==> src/hdl/assert_macros.svh <==
// assertion macros shared by the rtl files
// every macro expects clk in scope, DSLD_ASSERT also expects rst_n
`ifndef ASSERT_MACROS_SVH
`define ASSERT_MACROS_SVH

// implication checked at every rising edge, off during reset
`define DSLD_ASSERT(label, prop, msg) \
    label: assert property (@(posedge clk) disable iff (!rst_n) prop) else $error(msg);

// same check, also active while reset is held
`define DSLD_ASSERT_ALWAYS(label, prop, msg) \
    label: assert property (@(posedge clk) prop) else $error(msg);

`endif

==> src/hdl/dsld_pkg.sv <==
// ----------------------------------------------------------------------------
// dsld_pkg
// shared constants and types of the dual sync length deframer
// ----------------------------------------------------------------------------
`default_nettype none

package dsld_pkg;

    // sync bytes
    localparam logic [7:0] SYNC_MSG_A = 8'hAB;
    localparam logic [7:0] SYNC_MSG_B = 8'hCD;
    localparam logic [7:0] SYNC_RAW_A = 8'hEA;
    localparam logic [7:0] SYNC_RAW_B = 8'hCE;

    // parse phases
    localparam logic [2:0] PH_HUNT  = 3'd0;
    localparam logic [2:0] PH_MSG_B = 3'd1;
    localparam logic [2:0] PH_RAW_B = 3'd2;
    localparam logic [2:0] PH_LEN   = 3'd3;
    localparam logic [2:0] PH_DATA  = 3'd4;
    localparam logic [2:0] PH_SKIP  = 3'd5;

    // event codes
    localparam logic [1:0] EV_DATA     = 2'd0;
    localparam logic [1:0] EV_EMPTY    = 2'd1;
    localparam logic [1:0] EV_SYNCERR  = 2'd2;
    localparam logic [1:0] EV_OVERSIZE = 2'd3;

    localparam logic [31:0] MAX_LEN_RESET = 32'd65535;

    // one parse result
    typedef struct packed {
        logic       hit;
        logic [1:0] event_code;
        logic [7:0] data;
        logic       kind;
        logic       last;
    } dsld_res_t;

    // input stage contents
    typedef struct packed {
        logic       valid;
        logic [7:0] data;
    } dsld_in_t;

endpackage

`default_nettype wire

==> src/hdl/dsld_in_reg.sv <==
// ----------------------------------------------------------------------------
// dsld_in_reg
// input register: holds one received byte until the parser takes it
// ----------------------------------------------------------------------------
`default_nettype none

module dsld_in_reg
    import dsld_pkg::*;
(
    input  wire logic       clk,
    input  wire logic       rst_n,
    input  wire logic       in_valid,
    input  wire logic [7:0] rx_byte,
    input  wire logic       take,
    output logic            in_stall,
    output dsld_in_t        stage
);

    logic       valid_reg;
    logic       valid_next;
    logic [7:0] data_reg;
    logic       accept;

    // free slot when empty or being drained this cycle
    assign in_stall = valid_reg && !take;
    assign accept   = in_valid && !in_stall;

    always_comb
    begin
        valid_next = valid_reg;
        if (accept)
        begin
            valid_next = 1'b1;
        end
        else if (take)
        begin
            valid_next = 1'b0;
        end
    end

    always_ff @(posedge clk or negedge rst_n)
    begin
        if (!rst_n)
        begin
            valid_reg <= 1'b0;
        end
        else
        begin
            valid_reg <= valid_next;
        end
    end

    always_ff @(posedge clk)
    begin
        if (accept)
        begin
            data_reg <= rx_byte;
        end
    end

    assign stage.valid = valid_reg;
    assign stage.data  = data_reg;

endmodule

`default_nettype wire

==> src/hdl/dsld_parser.sv <==
// ----------------------------------------------------------------------------
// dsld_parser
// phase machine: sync hunt, length gather, payload count
// ----------------------------------------------------------------------------
`default_nettype none
`include "assert_macros.svh"

module dsld_parser
    import dsld_pkg::*;
(
    input  wire logic        clk,
    input  wire logic        rst_n,
    input  wire logic        fire,
    input  wire logic [7:0]  data,
    input  wire logic [31:0] max_len,
    output dsld_res_t        res
);

    logic [2:0]  phase_reg;
    logic [2:0]  phase_next;
    logic        kind_reg;
    logic        kind_next;
    logic [23:0] len_accum_reg;
    logic [23:0] len_accum_next;
    logic [1:0]  len_idx_reg;
    logic [1:0]  len_idx_next;
    logic [31:0] remain_reg;
    logic [31:0] remain_next;
    logic [31:0] remain_dec;
    logic [31:0] len_full;
    logic        in_count_phase;
    logic        len_more;

    assign remain_dec = remain_reg - 32'd1;
    assign len_full   = {data, len_accum_reg};

    always_comb
    begin
        phase_next     = phase_reg;
        kind_next      = kind_reg;
        len_accum_next = len_accum_reg;
        len_idx_next   = len_idx_reg;
        remain_next    = remain_reg;
        res.hit        = 1'b0;
        res.event_code = EV_DATA;
        res.data       = 8'h00;
        res.kind       = kind_reg;
        res.last       = 1'b0;

        case (phase_reg)
            PH_MSG_B, PH_RAW_B:
            begin
                if (data == ((phase_reg == PH_MSG_B) ? SYNC_MSG_B : SYNC_RAW_B))
                begin
                    phase_next     = PH_LEN;
                    len_accum_next = 24'd0;
                    len_idx_next   = 2'd0;
                end
                else
                begin
                    phase_next     = PH_HUNT;
                    res.hit        = 1'b1;
                    res.event_code = EV_SYNCERR;
                end
            end
            PH_LEN:
            begin
                // little-endian length, one byte per item
                case (len_idx_reg)
                    2'd0:    len_accum_next = {16'd0, data};
                    2'd1:    len_accum_next = {8'd0, data, len_accum_reg[7:0]};
                    2'd2:    len_accum_next = {data, len_accum_reg[15:0]};
                    default: len_accum_next = len_accum_reg;
                endcase
                if (len_idx_reg != 2'd3)
                begin
                    len_idx_next = len_idx_reg + 2'd1;
                end
                else
                begin
                    len_idx_next = 2'd0;
                    remain_next  = len_full;
                    if (len_full == 32'd0)
                    begin
                        phase_next     = PH_HUNT;
                        res.hit        = 1'b1;
                        res.event_code = EV_EMPTY;
                        res.last       = 1'b1;
                    end
                    else if (len_full > max_len)
                    begin
                        phase_next     = PH_SKIP;
                        res.hit        = 1'b1;
                        res.event_code = EV_OVERSIZE;
                    end
                    else
                    begin
                        phase_next = PH_DATA;
                    end
                end
            end
            PH_DATA:
            begin
                remain_next    = remain_dec;
                res.hit        = 1'b1;
                res.event_code = EV_DATA;
                res.data       = data;
                res.last       = (remain_dec == 32'd0);
                if (remain_dec == 32'd0)
                begin
                    phase_next = PH_HUNT;
                end
            end
            PH_SKIP:
            begin
                remain_next = remain_dec;
                if (remain_dec == 32'd0)
                begin
                    phase_next = PH_HUNT;
                end
            end
            default:
            begin
                // hunting, also any unused code
                if (data == SYNC_MSG_A)
                begin
                    kind_next  = 1'b0;
                    phase_next = PH_MSG_B;
                end
                else if (data == SYNC_RAW_A)
                begin
                    kind_next  = 1'b1;
                    phase_next = PH_RAW_B;
                end
                else
                begin
                    phase_next = PH_HUNT;
                end
            end
        endcase
    end

    always_ff @(posedge clk or negedge rst_n)
    begin
        if (!rst_n)
        begin
            phase_reg     <= PH_HUNT;
            kind_reg      <= 1'b0;
            len_accum_reg <= 24'd0;
            len_idx_reg   <= 2'd0;
            remain_reg    <= 32'd0;
        end
        else if (fire)
        begin
            phase_reg     <= phase_next;
            kind_reg      <= kind_next;
            len_accum_reg <= len_accum_next;
            len_idx_reg   <= len_idx_next;
            remain_reg    <= remain_next;
        end
    end

    assign in_count_phase = (phase_reg == PH_DATA) || (phase_reg == PH_SKIP);
    assign len_more       = (phase_reg == PH_LEN) && (len_idx_reg != 2'd3);

    // a counted phase never holds an exhausted count
    `DSLD_ASSERT(a_count_live, in_count_phase |-> (remain_reg != 32'd0), "count exhausted")
    // length bytes before the fourth keep gathering
    `DSLD_ASSERT(a_len_gather, (fire && len_more) |=> (phase_reg == PH_LEN), "length cut short")

endmodule

`default_nettype wire

==> src/hdl/dsld_out_reg.sv <==
// ----------------------------------------------------------------------------
// dsld_out_reg
// result register: holds one result until the sink takes it
// ----------------------------------------------------------------------------
`default_nettype none

module dsld_out_reg
    import dsld_pkg::*;
(
    input  wire logic       clk,
    input  wire logic       rst_n,
    input  wire logic       load,
    input  wire dsld_res_t  res,
    input  wire logic       out_stall,
    output logic            out_valid,
    output logic            free,
    output logic [1:0]      event_res,
    output logic [7:0]      payload_byte,
    output logic            frame_kind,
    output logic            last_of_frame
);

    logic       valid_reg;
    logic       valid_next;
    logic [1:0] event_reg;
    logic [7:0] byte_reg;
    logic       kind_reg;
    logic       last_reg;

    assign free = !valid_reg || !out_stall;

    always_comb
    begin
        valid_next = valid_reg;
        if (load)
        begin
            valid_next = 1'b1;
        end
        else if (!out_stall)
        begin
            valid_next = 1'b0;
        end
    end

    always_ff @(posedge clk or negedge rst_n)
    begin
        if (!rst_n)
        begin
            valid_reg <= 1'b0;
        end
        else
        begin
            valid_reg <= valid_next;
        end
    end

    always_ff @(posedge clk)
    begin
        if (load)
        begin
            event_reg <= res.event_code;
            byte_reg  <= res.data;
            kind_reg  <= res.kind;
            last_reg  <= res.last;
        end
    end

    assign out_valid     = valid_reg;
    assign event_res     = event_reg;
    assign payload_byte  = byte_reg;
    assign frame_kind    = kind_reg;
    assign last_of_frame = last_reg;

endmodule

`default_nettype wire

==> src/hdl/dual_sync_length_deframer.sv <==
// ----------------------------------------------------------------------------
// dual_sync_length_deframer
// deframes a byte stream into message frames (sync AB CD) and raw frames
// (sync EA CE), each with a 4-byte little-endian length and payload
// ----------------------------------------------------------------------------
//
//   channel   direction   handshake            payload
//   in        sink        in_valid/in_stall    rx_byte
//   out       source      out_valid/out_stall  event_res, payload_byte,
//                                              frame_kind, last_of_frame
//   cfg       sink        cfg_we               cfg_wdata (max payload length)
//
// one item per cycle while out_stall is low; a byte goes input register ->
// phase logic -> result register, so a result is presented the cycle after its
// byte is taken; reset: hunting for a first sync byte, max payload length 65535
// while the result register waits on out_stall the input register still
// takes one more byte, then in_stall rises until the result is taken
// bytes that give no result (sync, length, dropped payload) wait on out too
//
`default_nettype none
`include "assert_macros.svh"

module dual_sync_length_deframer
    import dsld_pkg::*;
(
    input  wire logic        clk,
    input  wire logic        rst_n,
    // input bytes
    input  wire logic        in_valid,
    output logic             in_stall,
    input  wire logic [7:0]  rx_byte,
    // results
    output logic             out_valid,
    input  wire logic        out_stall,
    output logic [1:0]       event_res,
    output logic [7:0]       payload_byte,
    output logic             frame_kind,
    output logic             last_of_frame,
    // max payload length register
    input  wire logic        cfg_we,
    input  wire logic [31:0] cfg_wdata
);

    dsld_in_t    stage;
    dsld_res_t   res;
    logic        out_free;
    logic        fire;
    logic        load;
    logic [31:0] max_len_reg;

    // config register, to be written only while idle; the block does not enforce it
    always_ff @(posedge clk or negedge rst_n)
    begin
        if (!rst_n)
        begin
            max_len_reg <= MAX_LEN_RESET;
        end
        else if (cfg_we)
        begin
            max_len_reg <= cfg_wdata;
        end
    end

    // the held byte moves on whenever the result register has room
    assign fire = stage.valid && out_free;
    // only bytes that produce an event fill the result register
    assign load = fire && res.hit;

    dsld_in_reg u_in_reg (
        .clk      (clk),
        .rst_n    (rst_n),
        .in_valid (in_valid),
        .rx_byte  (rx_byte),
        .take     (fire),
        .in_stall (in_stall),
        .stage    (stage)
    );

    dsld_parser u_parser (
        .clk     (clk),
        .rst_n   (rst_n),
        .fire    (fire),
        .data    (stage.data),
        .max_len (max_len_reg),
        .res     (res)
    );

    dsld_out_reg u_out_reg (
        .clk           (clk),
        .rst_n         (rst_n),
        .load          (load),
        .res           (res),
        .out_stall     (out_stall),
        .out_valid     (out_valid),
        .free          (out_free),
        .event_res     (event_res),
        .payload_byte  (payload_byte),
        .frame_kind    (frame_kind),
        .last_of_frame (last_of_frame)
    );

    // a loaded result is presented next cycle
    `DSLD_ASSERT(a_load_shows, load |=> out_valid, "loaded result not presented")
    // input back-pressure only while a byte is held and cannot move on
    `DSLD_ASSERT_ALWAYS(a_stall_cause, in_stall |-> (stage.valid && !out_free), "no stall cause")

endmodule

`default_nettype wire

==> config.mk <==
export PLATFORM = sky130hd
export DESIGN_NAME = dual_sync_length_deframer
export DESIGN_NICKNAME = d
export VERILOG_FILES = /design/src/hdl/dsld_pkg.sv /design/src/hdl/dsld_in_reg.sv /design/src/hdl/dsld_parser.sv /design/src/hdl/dsld_out_reg.sv /design/src/hdl/dual_sync_length_deframer.sv
export VERILOG_INCLUDE_DIRS = /design/src /design/src/hdl
export SDC_FILE = /design/constraint.sdc
export NUM_CORES = 1
export LEC_CHECK = 0
export BUFFER_PORTS_ARGS = -buffer_cell sky130_fd_sc_hd__buf_2
export CAP_MARGIN = 0
export CORE_UTILIZATION = 43
export DETAILED_ROUTE_END_ITERATION = 10
export GPL_ROUTABILITY_DRIVEN = 0
export GPL_TIMING_DRIVEN = 0
export PLACE_DENSITY = 0.68
export SLEW_MARGIN = 15
export SYNTH_ARGS = -nofsm -noshare
export SYNTH_HDL_FRONTEND = slang
export SYNTH_SLANG_ARGS = --single-unit
==> constraint.sdc <==
create_clock -name clk -period 5.55 [get_ports clk]
set_input_delay 0 -clock clk [delete_from_list [all_inputs] [get_ports clk]]
set_output_delay 0 -clock clk [all_outputs]
set_load 0.05 [all_outputs]
==> impl_metrics.py <==
metrics = {
    "min_path": {
        "hp-start": "cfg_we",
        "holdPathEnd": "max_len_reg[31]",
        "hold_path_depth": 3,
        "hold_class": "primary input to register",
    },
    "final_layout": {
        "fin_util": 0.545,
        "layout_common_cells": "nand2_1 (113), o21ai_0 (91), dfrtp_1 (80)",
        "final_nets": 955,
        "drive_gt1_frac": 0.154,
        "layout.cells.non_filler": 1072,
        "fill_cells": 1390,
        "antennaDiodeCount": 0,
        "layout_commonest_cell": "nand2_1",
        "area_delta_synth_final_pct": 24.2,
    },
    "timing": {
        "finClkSkew_ns": 0.00640,
        "fin_crit_sh": 0.685,
        "grt_setup_unrepaired": "no",
        "setup_viol": 0,
        "timing.slew.headroom": 0.362,
        "setup_tns_ns": 0,
        "finalHoldViolCount": 0,
        "min_period_ns": 3.80,
        "drv_slew": 0,
        "worst_slew_pin_slew_ns": 0.954,
        "fmax_ghz": 0.263,
    },
    "setup_path": {
        "cp_data_arrival_time_ns": 3.84,
        "cp_max_fo": 12,
        "r2r_start": "max_len_reg[13]",
        "cp_data_required_time_ns": 5.59,
        "r2r_cells": 10,
        "r2r_end": "u_out_reg.payload_byte[4]",
        "startpoint_type": "register",
        "critical_path_class": "register to register",
        "rrSetupSlack_ns": 1.75,
        "worst_setup_path_end_kind": "register",
    },
    "floorplanning": {
        "die_x_um": 127,
        "dieArea_mm2": 0.0160,
        "num_rows": 45,
        "core_area_mm2": 0.0152,
        "initial_core_util": 0.439,
        "ios": 59,
        "die_h_um": 127,
    },
    "logic_synthesis": {
        "synth_edf_count": 20,
        "ys_ff_latch": 116,
        "synth_top_area_frac": 0.300,
        "synth_fp_nets": 834,
        "yosys_warnings": 0,
        "synthTopCellsByArea": "dfrtp_1 (30%), edfxtp_1 (9.0%), ha_1 (7.3%)",
        "async_reset_ff_frac": 0.828,
        "ys.flop_type": "dfrtp_1",
        "yosys.area.top_type": "dfrtp_1",
        "syn_inst": 750,
        "synthDistinctLibCells": 69,
        "netlist_area_mm2": 0.00668,
        "yosysSeqAreaShare": 0.453,
        "avgSynthCellArea_um2": 8.90,
    },
    "clock_tree": {
        "post_cts_buffers": 0,
        "clk_pin_slew_ns": 0.06,
        "clk_latency_ns": 0.42,
        "cts_resized": 0,
        "clock-sinks": 116,
        "clk_path_buf_depth": 2,
        "cts_made_buffers": 17,
        "cts_hold_buffers": 44,
        "htree_levels": 4,
        "cts_root_buffer": "clkbuf_16",
        "cts_tree": "done",
    },
    "pwr": {
        "leakagePower_uw": 0.00353,
        "p_int_uw": 2180,
        "seqPwrFrac": 0.361,
        "clock_power_share": 0.344,
        "pwr-share-comb": 0.295,
        "pwr_density_cell_mw_per_mm2": 402,
        "p_sw_uw": 1150,
        "ir_drop_mv": 0.228,
        "switching_share": 0.345,
    },
    "route": {
        "drt_iter0_drc": 464,
        "post-route-drc-count": 0,
        "wl_per_cell_um": 16.7,
        "ant_nets": 0,
        "dr_total_vias": 6044,
        "vias_per_cell": 5.64,
        "wl_um": 17900,
        "dr.pass1.iters": 7,
    },
    "outcome": {
        "outcome": "completed",
    },
    "place": {
        "numPortBuffers": 57,
        "dpl.hpwl_um": 12500,
        "dp_cells": 996,
    },
    "grt": {
        "track_usage": 0.240,
        "grt_pass1_wl_um": 29800,
        "grt_pass1_vias": 5928,
        "gr-total-overflow": 0,
        "grt_max_degree": 63,
        "antenna_found_initial": 0,
    },
    "run": {
        "cap_violations": 0,
    },
}
==> power by group through the flow <==
stage | Clock (uW) | Combinational [uW] | Sequential, uW
floorplan | 0 | 690 | 1210
finish | 1140 | 982 | 1200
global placement | 0 | 926 | 1210
global route | 1200 | 1100 | 1230
detailed placement | 0 | 945 | 1210
CTS | 1160 | 975 | 1200
==> synth_stat cells, drive strengths merged, types with 3 or more instances <==
cell,n
nor4,23
nor3b,5
o221a,3
o211ai,3
nand4,11
or3,7
inv,45
or4b,3
nor2,31
and2,10
mux2,3
xnor2,6
a22oi,3
nor3,20
a21oi,46
or2,5
clkbuf,35
dfstp,16
mux2i,8
and4b,3
buf,9
nand2,113
nand3b,3
o22ai,25
a21o,8
and3,5
edfxtp,20
nand3,29
ha,39
o21ai,99
or4,6
dfrtp,80
==> metal layers <==
layer / routed length, um / up-vias / track usage
met5: 0 / - / 0
met4: 437 / 0 / 0.104
met3: 875 / 34 / 0.0447
met2: 8550 / 176 / 0.395
met1: 8040 / 2890 / 0.311
li1: - / 2944 / -
==> per-stage QoR <==
stage               total power [uW]  worst slack (ns)  hold slack (ns)  instance area, um2
floorplan                       1900              2.30           -0.296                6680
global placement                2130              1.86            0.177                7200
detailed placement              2160              1.79          -0.0754                7230
CTS                             3330              1.77          0.00197                8290
global route                    3520              1.56           0.0622                8290
finish                          3330              1.75           0.0247                8290
==> critical path, cell delays in order, from the launching register on <==
cell and delay (ns):
dfstp_2 0.52, inv_1 0.05, ha_1 0.29, nand4_1 0.16, nor4_1 0.65, o21ai_0 0.23, o211ai_1 0.20, a21oi_1 0.12
a31o_2 0.28, and3_1 0.18, nor2_1 0.74
==> cell families after synthesis <==
group,share of synthesized area
buf+inv,0.0553
fa+ha+maj,0.0731
flops,0.453
xor+xnor,0.00787
simple gates,0.215
mux,0.0176
compound gates,0.178
==> final cells by class <==
class	count	area [um2]	area share
Tap cell	188	235	0.0284
Clock buffer	22	505	0.0610
Buffer	44	200	0.0242
Timing Repair Buffer	102	759	0.0916
Multi-Input combinational cell	545	3280	0.396
Inverter	45	169	0.0204
Clock inverter	10	114	0.0137
Sequential cell	116	3020	0.365
==> worst max path at each step <==
stage / end / from / depth (start not counted)
3_3_place_gp: u_out_reg.payload_byte[5] / max_len_reg[14] / 10
2_1_floorplan: u_parser.phase_reg[0] / u_parser.remain_reg[0] / 12
6_report: u_out_reg.payload_byte[4] / max_len_reg[13] / 10
5_1_grt: u_out_reg.payload_byte[7] / max_len_reg[13] / 10
4_1_cts: u_out_reg.payload_byte[4] / max_len_reg[13] / 10
3_5_place_dp: u_out_reg.last_of_frame / max_len_reg[13] / 10
No activity file was read; power rests on OpenSTA's default activity.
